<file path="src/design/orhm_pkg.sv">
// Shared types and constants of the order rate health monitor.
// Used by every module under design/; depends on nothing else.
package orhm_pkg;

    // Time width default for the top-level parameter (32 to 64)
    localparam int TIME_BITS_DEF = 64;

    // One second in nanoseconds; fits in 30 bits for the shared multiplier
    localparam logic [63:0] NS_PER_SEC = 64'd1_000_000_000;
    localparam int          NS_BITS    = 30;

    // Benchmark check period and trip count
    localparam int          CHECK_PERIOD = 1000;
    localparam int          PHASE_BITS   = $clog2(CHECK_PERIOD);
    localparam logic [PHASE_BITS-1:0] PHASE_LAST = PHASE_BITS'(CHECK_PERIOD - 1);
    localparam logic [1:0]  BREACH_TRIP  = 2'd3;

    // Divider: one quotient bit per step
    localparam int DIV_STEPS = 64;
    localparam int STEP_BITS = $clog2(DIV_STEPS);

    // Queue between front and back
    localparam int QUEUE_DEPTH = 2;
    localparam int QPTR_BITS   = $clog2(QUEUE_DEPTH);

    // Action codes
    localparam logic ACT_ORDER    = 1'b0;
    localparam logic ACT_FINALIZE = 1'b1;

    // Stop reasons
    localparam logic [2:0] STOP_RUNNING  = 3'd0;
    localparam logic [2:0] STOP_FINALIZE = 3'd1;
    localparam logic [2:0] STOP_OVERFLOW = 3'd2;
    localparam logic [2:0] STOP_SLA      = 3'd3;
    localparam logic [2:0] STOP_HEALTH   = 3'd4;

    // Configuration register indexes
    localparam int CFG_INDEX_BITS = 3;
    localparam logic [CFG_INDEX_BITS-1:0] REG_BENCHMARK_MODE   = 3'd0;
    localparam logic [CFG_INDEX_BITS-1:0] REG_MAX_QUEUE_DEPTH  = 3'd1;
    localparam logic [CFG_INDEX_BITS-1:0] REG_SLA_LIMIT        = 3'd2;
    localparam logic [CFG_INDEX_BITS-1:0] REG_BENCH_QUEUE      = 3'd3;
    localparam logic [CFG_INDEX_BITS-1:0] REG_BENCH_LATENCY    = 3'd4;
    localparam int CFG_DATA_BITS = 32;

    // Configuration reset values
    localparam logic [23:0] MAX_QUEUE_DEPTH_RST   = 24'd1048576;
    localparam logic [31:0] SLA_LIMIT_RST         = 32'd1000000;
    localparam logic [23:0] MY_QUEUE_RST       = 24'd65536;
    localparam logic [31:0] MY_LATENCY_RST     = 32'd1000000;

    typedef struct packed {
        logic        action;
        logic [23:0] queue_depth;
        logic [63:0] start_ns;
        logic [63:0] end_ns;
    } order_t;

    typedef struct packed {
        logic [2:0]  stop_reason;
        logic        queue_breach;
        logic        latency_breach;
        logic [63:0] peak_rate;
        logic [63:0] active_span_ns;
        logic        item_ignored;
    } result_t;

    // Classified item handed from front to back; times already masked
    typedef struct packed {
        logic        action;
        logic        bench;
        logic        over_depth;
        logic        over_sla;
        logic        my_q;
        logic        my_l;
        logic [63:0] start_ns;
        logic [63:0] end_ns;
    } cls_item_t;

    typedef struct packed {
        logic        start;
        logic [63:0] count;
        logic [63:0] divisor;
    } div_req_t;

    typedef struct packed {
        logic        done;
        logic [63:0] quotient;
    } div_rsp_t;

endpackage

</file>
<file path="src/design/orhm_front.sv">
// Front end: configuration registers and classification of incoming orders.
// Depends on orhm_pkg.
module orhm_front #(
    parameter int TIME_BITS = orhm_pkg::TIME_BITS_DEF
) (
    input  logic                                  clk,
    input  logic                                  rst_n,
    input  logic                                  cfg_valid,
    output logic                                  cfg_ready,
    input  logic [orhm_pkg::CFG_INDEX_BITS-1:0]   cfg_index,
    input  logic [orhm_pkg::CFG_DATA_BITS-1:0]    cfg_data,
    input  logic                                  order_valid,
    output logic                                  order_ready,
    input  orhm_pkg::order_t                      order,
    output logic                                  push_valid,
    input  logic                                  push_ready,
    output orhm_pkg::cls_item_t                   push_item
);

    logic        my_mode_reg;
    logic [23:0] max_depth_reg;
    logic [31:0] sla_limit_reg;
    logic [23:0] my_queue_reg;
    logic [31:0] my_latency_reg;

    logic [TIME_BITS-1:0] t0;
    logic [TIME_BITS-1:0] t1;
    logic [TIME_BITS-1:0] dur;

    assign cfg_ready = 1'b1;

    always_ff @(posedge clk or negedge rst_n)
    begin
        if (!rst_n)
        begin
            my_mode_reg    <= 1'b0;
            max_depth_reg     <= orhm_pkg::MAX_QUEUE_DEPTH_RST;
            sla_limit_reg     <= orhm_pkg::SLA_LIMIT_RST;
            my_queue_reg   <= orhm_pkg::MY_QUEUE_RST;
            my_latency_reg <= orhm_pkg::MY_LATENCY_RST;
        end
        else if (cfg_valid)
        begin
            unique case (cfg_index)
                orhm_pkg::REG_BENCHMARK_MODE:  my_mode_reg    <= cfg_data[0];
                orhm_pkg::REG_MAX_QUEUE_DEPTH: max_depth_reg     <= cfg_data[23:0];
                orhm_pkg::REG_SLA_LIMIT:       sla_limit_reg     <= cfg_data;
                orhm_pkg::REG_BENCH_QUEUE:     my_queue_reg   <= cfg_data[23:0];
                orhm_pkg::REG_BENCH_LATENCY:   my_latency_reg <= cfg_data;
                default:                       ;
            endcase
        end
    end

    // Latency wraps modulo the time width
    assign t0  = order.start_ns[TIME_BITS-1:0];
    assign t1  = order.end_ns[TIME_BITS-1:0];
    assign dur = t1 - t0;

    assign order_ready = push_ready;
    assign push_valid  = order_valid;

    always_comb
    begin
        push_item.action     = order.action;
        push_item.bench      = my_mode_reg;
        push_item.over_depth = order.queue_depth > max_depth_reg;
        push_item.over_sla   = dur > TIME_BITS'(sla_limit_reg);
        push_item.my_q    = order.queue_depth > my_queue_reg;
        push_item.my_l    = dur > TIME_BITS'(my_latency_reg);
        push_item.start_ns   = 64'(t0);
        push_item.end_ns     = 64'(t1);
    end

endmodule

</file>
<file path="src/design/orhm_queue.sv">
// Short queue of classified items between front and back.
// Depends on orhm_pkg.
module orhm_queue (
    input  logic                clk,
    input  logic                rst_n,
    input  logic                push_valid,
    output logic                push_ready,
    input  orhm_pkg::cls_item_t push_item,
    output logic                pop_valid,
    input  logic                pop_ready,
    output orhm_pkg::cls_item_t pop_item
);

    orhm_pkg::cls_item_t entry_reg [orhm_pkg::QUEUE_DEPTH];

    logic [orhm_pkg::QPTR_BITS-1:0] wr_ptr_reg;
    logic [orhm_pkg::QPTR_BITS-1:0] rd_ptr_reg;
    logic [orhm_pkg::QPTR_BITS:0]   fill_reg;
    logic                           push_fire;
    logic                           pop_fire;

    assign push_ready = fill_reg != (orhm_pkg::QPTR_BITS + 1)'(orhm_pkg::QUEUE_DEPTH);
    assign pop_valid  = fill_reg != '0;
    assign push_fire  = push_valid && push_ready;
    assign pop_fire   = pop_valid && pop_ready;
    assign pop_item   = entry_reg[rd_ptr_reg];

    always_ff @(posedge clk)
    begin
        if (push_fire)
        begin
            entry_reg[wr_ptr_reg] <= push_item;
        end
    end

    // Depth is a power of two, so the pointers wrap on their own
    always_ff @(posedge clk or negedge rst_n)
    begin
        if (!rst_n)
        begin
            wr_ptr_reg <= '0;
            rd_ptr_reg <= '0;
            fill_reg   <= '0;
        end
        else
        begin
            if (push_fire)
            begin
                wr_ptr_reg <= wr_ptr_reg + 1'b1;
            end
            if (pop_fire)
            begin
                rd_ptr_reg <= rd_ptr_reg + 1'b1;
            end
            if (push_fire && !pop_fire)
            begin
                fill_reg <= fill_reg + 1'b1;
            end
            else if (pop_fire && !push_fire)
            begin
                fill_reg <= fill_reg - 1'b1;
            end
        end
    end

endmodule

</file>
<file path="src/design/orhm_rate_div.sv">
// Rate unit: floor(count * 1e9 / elapsed) by a shared 32x30 multiplier
// and a restoring divider, one quotient bit per cycle. Depends on orhm_pkg.
module orhm_rate_div (
    input  logic                clk,
    input  logic                rst_n,
    input  orhm_pkg::div_req_t  req,
    output orhm_pkg::div_rsp_t  rsp
);

    typedef enum logic [4:0] {
        D_IDLE   = 5'b00001,
        D_MUL_LO = 5'b00010,
        D_MUL_HI = 5'b00100,
        D_ADD    = 5'b01000,
        D_DIV    = 5'b10000
    } div_state_t;

    div_state_t state_reg;
    logic       done_reg;

    logic [63:0] count_reg;
    logic [63:0] divisor_reg;
    logic [61:0] p0_reg;
    logic [61:0] p1_reg;
    logic [63:0] rem_reg;
    logic [63:0] lo_reg;
    logic [63:0] quo_reg;
    logic [orhm_pkg::STEP_BITS-1:0] step_reg;

    logic [31:0] mul_a;
    logic [61:0] mul_p;
    logic [93:0] wide_sum;
    logic [63:0] shifted;
    logic        take;

    assign mul_a    = (state_reg == D_MUL_LO) ? count_reg[31:0] : count_reg[63:32];
    assign mul_p    = 62'(mul_a) * 62'(orhm_pkg::NS_PER_SEC[orhm_pkg::NS_BITS-1:0]);
    assign wide_sum = {p1_reg, 32'd0} + 94'(p0_reg);

    // A set top bit means the shifted remainder exceeds 64 bits: always subtract
    assign shifted = {rem_reg[62:0], lo_reg[63]};
    assign take    = rem_reg[63] || (shifted >= divisor_reg);

    assign rsp.done     = done_reg;
    assign rsp.quotient = quo_reg;

    always_ff @(posedge clk)
    begin
        unique case (state_reg)
            D_IDLE:
            begin
                if (req.start)
                begin
                    count_reg   <= req.count;
                    divisor_reg <= req.divisor;
                end
            end
            D_MUL_LO: p0_reg <= mul_p;
            D_MUL_HI: p1_reg <= mul_p;
            D_ADD:
            begin
                rem_reg <= 64'(wide_sum[93:64]);
                lo_reg  <= wide_sum[63:0];
            end
            D_DIV:
            begin
                rem_reg <= take ? (shifted - divisor_reg) : shifted;
                lo_reg  <= {lo_reg[62:0], 1'b0};
                quo_reg <= {quo_reg[62:0], take};
            end
            default: ;
        endcase
    end

    always_ff @(posedge clk or negedge rst_n)
    begin
        if (!rst_n)
        begin
            state_reg <= D_IDLE;
            done_reg  <= 1'b0;
            step_reg  <= '0;
        end
        else
        begin
            done_reg <= 1'b0;
            unique case (state_reg)
                D_IDLE:
                begin
                    if (req.start)
                    begin
                        state_reg <= D_MUL_LO;
                    end
                end
                D_MUL_LO: state_reg <= D_MUL_HI;
                D_MUL_HI: state_reg <= D_ADD;
                D_ADD:
                begin
                    step_reg  <= orhm_pkg::STEP_BITS'(orhm_pkg::DIV_STEPS - 1);
                    state_reg <= D_DIV;
                end
                D_DIV:
                begin
                    step_reg <= step_reg - 1'b1;
                    if (step_reg == '0)
                    begin
                        done_reg  <= 1'b1;
                        state_reg <= D_IDLE;
                    end
                end
                default: state_reg <= D_IDLE;
            endcase
        end
    end

endmodule

</file>
<file path="src/design/orhm_back.sv">
// Back end: breaker state, span, benchmark checks, rate windows and the
// result register. Depends on orhm_pkg; drives the orhm_rate_div request.
module orhm_back #(
    parameter int TIME_BITS = orhm_pkg::TIME_BITS_DEF
) (
    input  logic                clk,
    input  logic                rst_n,
    input  logic                pop_valid,
    output logic                pop_ready,
    input  orhm_pkg::cls_item_t pop_item,
    output orhm_pkg::div_req_t  div_req,
    input  orhm_pkg::div_rsp_t  div_rsp,
    output logic                result_valid,
    input  logic                result_ready,
    output orhm_pkg::result_t   result
);

    typedef enum logic [2:0] {
        B_RUN  = 3'b001,
        B_WAIT = 3'b010,
        B_FIN  = 3'b100
    } back_state_t;

    back_state_t state_reg;

    logic [2:0]                     stopped_reg, stopped_next;
    logic                           span_valid_reg, span_valid_next;
    logic [TIME_BITS-1:0]           first_reg, first_next;
    logic [TIME_BITS-1:0]           last_reg, last_next;
    logic [orhm_pkg::PHASE_BITS-1:0] phase_reg, phase_next;
    logic [1:0]                     run_reg, run_next;
    logic [1:0]                     flags_reg, flags_next;
    logic [TIME_BITS-1:0]           win_start_reg, win_start_next;
    logic [63:0]                    win_orders_reg, win_orders_next;
    logic [63:0]                    best_reg;
    logic                           ignored_reg;
    logic                           out_valid_reg;
    orhm_pkg::result_t              out_reg;

    logic [TIME_BITS-1:0]           t0;
    logic [TIME_BITS-1:0]           t1;
    logic [TIME_BITS-1:0]           el_last;
    logic [TIME_BITS-1:0]           el_t1;
    logic                           win_open;
    logic                           full_last;
    logic                           full_t1;
    logic [orhm_pkg::PHASE_BITS-1:0] phase_inc;
    logic [1:0]                     run_inc;
    logic [63:0]                    orders_inc;
    logic                           ignored;
    logic                           tripped;
    logic                           need_div;
    logic [TIME_BITS-1:0]           close_el;
    logic [63:0]                    close_cnt;
    logic                           out_free;
    logic                           pop_fire;
    logic [TIME_BITS-1:0]           span_new;
    logic [TIME_BITS-1:0]           span_cur;
    logic [63:0]                    best_max;

    assign t0 = pop_item.start_ns[TIME_BITS-1:0];
    assign t1 = pop_item.end_ns[TIME_BITS-1:0];

    // Both possible window closes, computed side by side
    assign el_last   = last_reg - win_start_reg;
    assign el_t1     = t1 - win_start_reg;
    assign win_open  = win_start_reg != '0;
    assign full_last = win_open && (64'(el_last) >= orhm_pkg::NS_PER_SEC);
    assign full_t1   = win_open && (64'(el_t1) >= orhm_pkg::NS_PER_SEC);

    assign phase_inc  = (phase_reg == orhm_pkg::PHASE_LAST) ? '0 : phase_reg + 1'b1;
    assign run_inc    = (run_reg < orhm_pkg::BREACH_TRIP) ? run_reg + 2'd1 : run_reg;
    assign orders_inc = win_orders_reg + 64'd1;
    assign ignored    = stopped_reg != orhm_pkg::STOP_RUNNING;

    always_comb
    begin
        stopped_next    = stopped_reg;
        span_valid_next = span_valid_reg;
        first_next      = first_reg;
        last_next       = last_reg;
        phase_next      = phase_reg;
        run_next        = run_reg;
        flags_next      = flags_reg;
        win_start_next  = win_start_reg;
        win_orders_next = win_orders_reg;
        tripped         = 1'b0;
        need_div        = 1'b0;
        close_el        = el_t1;
        close_cnt       = win_orders_reg;

        if (!ignored)
        begin
            if (pop_item.action == orhm_pkg::ACT_FINALIZE)
            begin
                stopped_next = orhm_pkg::STOP_FINALIZE;
                need_div     = span_valid_reg && full_last;
                close_el     = el_last;
            end
            else if (!pop_item.bench && pop_item.over_depth)
            begin
                // Overflowing order is dropped before it is recorded
                stopped_next = orhm_pkg::STOP_OVERFLOW;
                need_div     = span_valid_reg && full_last;
                close_el     = el_last;
            end
            else
            begin
                if (!span_valid_reg)
                begin
                    first_next      = t0;
                    span_valid_next = 1'b1;
                end
                last_next = t1;

                if (pop_item.bench)
                begin
                    phase_next = phase_inc;
                    if (phase_inc == '0)
                    begin
                        flags_next = {pop_item.my_l, pop_item.my_q};
                        if (pop_item.my_q || pop_item.my_l)
                        begin
                            run_next = run_inc;
                            if (run_inc >= orhm_pkg::BREACH_TRIP)
                            begin
                                stopped_next = orhm_pkg::STOP_HEALTH;
                                tripped      = 1'b1;
                                need_div     = full_t1;
                            end
                        end
                        else
                        begin
                            run_next = '0;
                        end
                    end
                end
                else if (pop_item.over_sla)
                begin
                    stopped_next = orhm_pkg::STOP_SLA;
                    tripped      = 1'b1;
                    need_div     = full_t1;
                end

                // Count the order; a full second since window start closes it
                if (!tripped)
                begin
                    if (full_t1)
                    begin
                        need_div        = 1'b1;
                        close_cnt       = orders_inc;
                        win_start_next  = t1;
                        win_orders_next = '0;
                    end
                    else
                    begin
                        win_start_next  = win_open ? win_start_reg : t1;
                        win_orders_next = orders_inc;
                    end
                end
            end
        end
    end

    assign out_free = !out_valid_reg || result_ready;
    assign pop_ready = (state_reg == B_RUN) && out_free;
    assign pop_fire  = pop_valid && pop_ready;

    assign div_req.start   = pop_fire && need_div;
    assign div_req.count   = close_cnt;
    assign div_req.divisor = 64'(close_el);

    assign span_new = span_valid_next ? (last_next - first_next) : '0;
    assign span_cur = span_valid_reg ? (last_reg - first_reg) : '0;
    assign best_max = (div_rsp.quotient > best_reg) ? div_rsp.quotient : best_reg;

    assign result_valid = out_valid_reg;
    assign result       = out_reg;

    always_ff @(posedge clk)
    begin
        if (pop_fire && !need_div)
        begin
            out_reg.stop_reason    <= stopped_next;
            out_reg.queue_breach   <= flags_next[0];
            out_reg.latency_breach <= flags_next[1];
            out_reg.peak_rate      <= best_reg;
            out_reg.active_span_ns <= 64'(span_new);
            out_reg.item_ignored   <= ignored;
        end
        else if (state_reg == B_FIN && out_free)
        begin
            out_reg.stop_reason    <= stopped_reg;
            out_reg.queue_breach   <= flags_reg[0];
            out_reg.latency_breach <= flags_reg[1];
            out_reg.peak_rate      <= best_max;
            out_reg.active_span_ns <= 64'(span_cur);
            out_reg.item_ignored   <= ignored_reg;
        end
        if (pop_fire)
        begin
            ignored_reg <= ignored;
        end
    end

    always_ff @(posedge clk or negedge rst_n)
    begin
        if (!rst_n)
        begin
            state_reg      <= B_RUN;
            out_valid_reg  <= 1'b0;
            stopped_reg    <= orhm_pkg::STOP_RUNNING;
            span_valid_reg <= 1'b0;
            first_reg      <= '0;
            last_reg       <= '0;
            phase_reg      <= '0;
            run_reg        <= '0;
            flags_reg      <= '0;
            win_start_reg  <= '0;
            win_orders_reg <= '0;
            best_reg       <= '0;
        end
        else
        begin
            if (result_ready)
            begin
                out_valid_reg <= 1'b0;
            end
            unique case (state_reg)
                B_RUN:
                begin
                    if (pop_fire)
                    begin
                        stopped_reg    <= stopped_next;
                        span_valid_reg <= span_valid_next;
                        first_reg      <= first_next;
                        last_reg       <= last_next;
                        phase_reg      <= phase_next;
                        run_reg        <= run_next;
                        flags_reg      <= flags_next;
                        win_start_reg  <= win_start_next;
                        win_orders_reg <= win_orders_next;
                        if (need_div)
                        begin
                            state_reg <= B_WAIT;
                        end
                        else
                        begin
                            out_valid_reg <= 1'b1;
                        end
                    end
                end
                B_WAIT:
                begin
                    if (div_rsp.done)
                    begin
                        state_reg <= B_FIN;
                    end
                end
                B_FIN:
                begin
                    // Hold the quotient until the result slot frees up
                    if (out_free)
                    begin
                        best_reg      <= best_max;
                        out_valid_reg <= 1'b1;
                        state_reg     <= B_RUN;
                    end
                end
                default: state_reg <= B_RUN;
            endcase
        end
    end

endmodule

</file>
<file path="src/design/order_rate_health_monitor.sv">
// Top level of the order rate health monitor: front, queue, back, rate unit.
// Depends on orhm_pkg, orhm_front, orhm_queue, orhm_back, orhm_rate_div.
//
//   Channel  | Handshake                  | Payload
//   ---------+----------------------------+------------------------------------
//   order    | order_valid / order_ready  | orhm_pkg::order_t (one order event)
//   result   | result_valid / result_ready| orhm_pkg::result_t (one per order)
//   cfg      | cfg_valid / cfg_ready      | cfg_index, cfg_data (register write)
//
// An order that closes no full one-second window is taken and registered as
// its result directly, so such orders sustain one transfer per cycle while
// result_ready is not held low. An order that closes a window (rollover,
// trip, overflow or finalize with a window open a full second) holds the back
// end for a low and high multiply, an add and 64 bit-serial divider steps.
// The two-entry queue keeps the order channel open while the back end works.
// Reset (rst_n, asynchronous, active low) clears all breaker, span, check
// and window state and loads the configuration defaults; cfg_ready is
// always high. A stalled result holds in the result register and stalls the
// back end, and the front only once the queue is full.
module order_rate_health_monitor #(
    parameter int TIME_BITS = orhm_pkg::TIME_BITS_DEF
) (
    input  logic                                clk,
    input  logic                                rst_n,
    input  logic                                cfg_valid,
    output logic                                cfg_ready,
    input  logic [orhm_pkg::CFG_INDEX_BITS-1:0] cfg_index,
    input  logic [orhm_pkg::CFG_DATA_BITS-1:0]  cfg_data,
    input  logic                                order_valid,
    output logic                                order_ready,
    input  orhm_pkg::order_t                    order,
    output logic                                result_valid,
    input  logic                                result_ready,
    output orhm_pkg::result_t                   result
);

    // Front to queue
    logic                push_valid;
    logic                push_ready;
    orhm_pkg::cls_item_t push_item;

    // Queue to back
    logic                pop_valid;
    logic                pop_ready;
    orhm_pkg::cls_item_t pop_item;

    // Back to rate unit
    orhm_pkg::div_req_t  div_req;
    orhm_pkg::div_rsp_t  div_rsp;

    // Hold configuration and classify each order against the limits
    orhm_front #(
        .TIME_BITS (TIME_BITS)
    ) u_front (
        .clk         (clk),
        .rst_n       (rst_n),
        .cfg_valid   (cfg_valid),
        .cfg_ready   (cfg_ready),
        .cfg_index   (cfg_index),
        .cfg_data    (cfg_data),
        .order_valid (order_valid),
        .order_ready (order_ready),
        .order       (order),
        .push_valid  (push_valid),
        .push_ready  (push_ready),
        .push_item   (push_item)
    );

    // Decouple the front from back-end stalls
    orhm_queue u_queue (
        .clk        (clk),
        .rst_n      (rst_n),
        .push_valid (push_valid),
        .push_ready (push_ready),
        .push_item  (push_item),
        .pop_valid  (pop_valid),
        .pop_ready  (pop_ready),
        .pop_item   (pop_item)
    );

    // Advance breaker state and build one result per transfer
    orhm_back #(
        .TIME_BITS (TIME_BITS)
    ) u_back (
        .clk          (clk),
        .rst_n        (rst_n),
        .pop_valid    (pop_valid),
        .pop_ready    (pop_ready),
        .pop_item     (pop_item),
        .div_req      (div_req),
        .div_rsp      (div_rsp),
        .result_valid (result_valid),
        .result_ready (result_ready),
        .result       (result)
    );

    // Compute the window rate when a full window closes
    orhm_rate_div u_rate_div (
        .clk   (clk),
        .rst_n (rst_n),
        .req   (div_req),
        .rsp   (div_rsp)
    );

endmodule
</file>
<file path="config.mk">
export PLATFORM = sky130hd
export DESIGN_NAME = order_rate_health_monitor
export DESIGN_NICKNAME = d
export VERILOG_FILES = /design/src/design/orhm_pkg.sv /design/src/design/orhm_front.sv /design/src/design/orhm_queue.sv /design/src/design/orhm_rate_div.sv /design/src/design/orhm_back.sv /design/src/design/order_rate_health_monitor.sv
export SDC_FILE = /design/constraint.sdc
export NUM_CORES = 2
export LEC_CHECK = 0
export BUFFER_PORTS_ARGS = -buffer_cell sky130_fd_sc_hd__buf_2
export CORE_AREA = 8 8 444 446
export CTS_CLUSTER_DIAMETER = 200
export DETAILED_ROUTE_END_ITERATION = 6
export DIE_AREA = 0 0 452 454
export PLACE_DENSITY = 0.67
export SLEW_MARGIN = 20
export SYNTH_ARGS = -nofsm -noshare
export SYNTH_HDL_FRONTEND = slang
export SYNTH_SLANG_ARGS = --single-unit
export TNS_END_PERCENT = 10
</file>
<file path="constraint.sdc">
create_clock -name clk -period 12 [get_ports clk]
set_input_delay 1.8 -clock clk [delete_from_list [all_inputs] [get_ports clk]]
set_output_delay 1.8 -clock clk [all_outputs]
set_load 0.05 [all_outputs]
</file>
==> results by group <==
Run status
  – Status: finished, final reports clean

CTS
  – Clock Tree Buf Depth: 3
  – CTS Hold Bufs: 0
  – Post-CTS Setup Repair Bufs: 0
  – Clock sinks: 1,291
  – Root Driver: clkbuf_16
  – Post-CTS sizing: 0
  – TritonCTS Buffers: ~150
  – CTS H-tree depth: 4
  – Reg clk slew, reported paths: 0.06 ns
  – Clk_lat worst skew: about 0.83 ns
  – Clock tree from TritonCTS: built

Yosys
  – Sequential-to-total area share from yosys stat: 38.6%
  – Number of synthesis warnings: 0
  – Top-area cell type share of the netlist area: 26.1%
  – Synth Instances: 9,802
  – Count leader, synth: inv_1
  – Top post-synthesis cells by count: inv_1 (1,156), nand2_1 (932), ha_1 (848)
  – Leading area contributor after synthesis: edfxtp_1
  – Fraction of registers with async set/reset: 36.5%
  – Number of synthesized flops with an enable pin: 820
  – Yosys reg bits: 1,291
  – Top_reg_cell synth: edfxtp_1
  – Syn_area_per_cell: 9.64 um^2
  – Syn nets: 11,200
  – Area contributors post-synth: edfxtp_1 (26%), dfrtp_1 (12%), ha_1 (11%)
  – Post-Syn Area: 0.0945 mm^2
  – Unique masters post-synth: 93

Power and ir drop
  – P_leak: 45.3 nW
  – Maximum vdd drop: 0.202 mV
  – Pwr dens: 250 mW/mm^2

STA
  – Hold WS: 0.446 ns
  – Setup Viol. Count Final: 0
  – Fmax: 103 MHz
  – Tmin final: 9.73 ns
  – Least-Margin Pin Slew: between 1 and 1.5 ns
  – Max-slew headroom: 21.5%
  – Clock skew: 0.0472 ns
  – Final hold violations: 0
  – RSZ-0062 raised after global routing: false
  – Period utilisation layout: 81.1%
  – Post-Route Setup TNS: 0 ns
  – Pins Over Slew Limit: 0

Die
  – Ports: 330
  – Starting Density: 49.8%
  – Die Span Y: 454 um
  – Cell row count: 160
  – Die area: 0.205 mm^2
  – Core Area: 0.190 mm^2
  – Width of the die: 452 um

Setup path
  – CP peak stage delay: 0.57 ns
  – Top Family by Delay on Critical Path: adder cells
  – Worst path required time: 12.53 ns
  – Crit path kind: reg2reg
  – Sum of buffers and inverters on the critical path: 6
  – Startpoint types: register
  – Crit path max-delay cell type: mux2i_1
  – Crit path capture type: register
  – Critical path arrival: between 10 and 15 ns
  – Worst-path fanout max: 17

Cells and area
  – Fill cells: between 15,000 and 20,000
  – Footprint of the multi-input gates: 0.0525 mm^2
  – Max FFs per register: 268
  – Register area: 0.0364 mm^2
  – Synth-to-layout area growth: 9.60%
  – Proportion of layout cells with a drive suffix above 1: 8.83%
  – Nets@finish: 11,400

Drt
  – Via count: 73,200
  – Vias per inst: 5.80
  – Drc violations: 0
  – Detailed Route WL: 281,000 um
  – DRT antenna net count: 0
  – DR WL/cell: 22.3 um
  – Pre-Repair DR Iteration Count: 6
  – 1st-iter DRT viols: 5,988

Global routing
  – Grt ovf: 0
  – Vias in the first global route: 72,900
  – Largest net degree at the start of global routing: 129
  – Initial antenna violation count: 15
  – GRT Total Usage: a little over a quarter
  – Global-route wire length before repair: between 400,000 and 500,000 um

Placed design
  – RePlAce Congestion: 0.991
  – Final HPWL DP: 223,000 um
  – IO Port Bufs: 328

Worst hold path
  – Hold WC Path Type: reg2reg

Job
  – Max cap viols: 0
-- per-stage QoR --
stage / instances / area, um^2 / utilization [%] / power (W) / setup slack, ns
final: 12600 / 104000 / 54.6 / 0.0259 / 2.27
after global routing: 12600 / 104000 / 54.6 / 0.0273 / 1.35
after CTS: 12600 / 103000 / 54.6 / 0.0258 / 2.23
after detailed placement: 12400 / 98600 / 52.0 / 0.0211 / 2.28
after global placement: 12400 / 98600 / 52.0 / 0.0210 / 2.56
after floorplan: 9802 / 94500 / - / 0.0165 / 0.941
-- where the power goes --
part | internal (W) | total, W | switching (W)
Sequential | 0.00592 | 0.00647 | 0.000543
Clock | 0.00270 | 0.00459 | 0.00189
Combinational | 0.00492 | 0.0149 | 0.00995
Total | 0.0135 | 0.0259 | 0.0124
-- layer usage --
layer / vias to the layer above / wire length [um] / GRT usage [%]
li1: 34900 / - / -
met1: 35600 / 128000 / 37.5
met2: 2215 / 125000 / 42.3
met3: 439 / 16300 / 3.98
met4: 8 / 11300 / 9.74
met5: - / 57 / 0
-- cell type report --
cell class                 count  area share (%)
timing repair buffer         388            2.13
clock buffer                 184            3.78
multi-input combinational   7005            50.7
tap                         2511            3.03
antenna                        4         0.00967
clock inverter                81           0.944
sequential                  1291            35.2
inverter                    1159            4.20
-- path summary, 6_finish.rpt --
path / start / endpoint / slack [ns] / depth (start not counted)
max: u_rate_div.state_reg[3] / u_rate_div.p1_reg[61] / 2.27 / 31
max in group asynchronous: rst_n / u_back.best_reg[11] / 8.92 / 3
min reg2reg: u_back.state_reg[2] / u_back.state_reg[1] / 0.45 / 1
max reg2reg: u_rate_div.state_reg[3] / u_rate_div.p1_reg[61] / 2.27 / 31
min: u_back.state_reg[2] / u_back.state_reg[1] / 0.45 / 1
min in group asynchronous: rst_n / u_front.my_queue_reg[10] / 1.00 / 1
-- placed cells by master (no fill, tap or decap), types with 69 or more instances in the layout --
cell / Yosys / layout
a211oi_1: 70 / 69
a21o_1: 252 / 252
a21oi_1: 690 / 689
and3_1: 74 / 72
buf_2: 23 / 327
clkbuf_16: 0 / 147
dfrtp_1: 453 / 451
edfxtp_1: 820 / 820
fa_1: 319 / 319
ha_1: 848 / 848
inv_1: 1156 / 1156
mux2_2: 165 / 165
mux2i_1: 171 / 171
nand2_1: 932 / 931
nand2b_1: 97 / 97
nand3_1: 167 / 164
nand4_1: 191 / 191
nor2_1: 601 / 594
nor2b_1: 99 / 99
nor3_1: 138 / 137
o21a_1: 84 / 84
o21ai_0: 744 / 744
xnor2_1: 280 / 280
xor2_1: 249 / 249
-- kinds of logic after synthesis --
group           share of synthesized area (%)
simple gates                             12.8
mux                                      4.18
xor+xnor                                 4.90
flops                                    38.6
fa+ha+maj                                18.0
buf+inv                                  6.07
compound gates                           15.4
other cells                           0.00397
No activity file was read; power rests on OpenSTA's default activity.
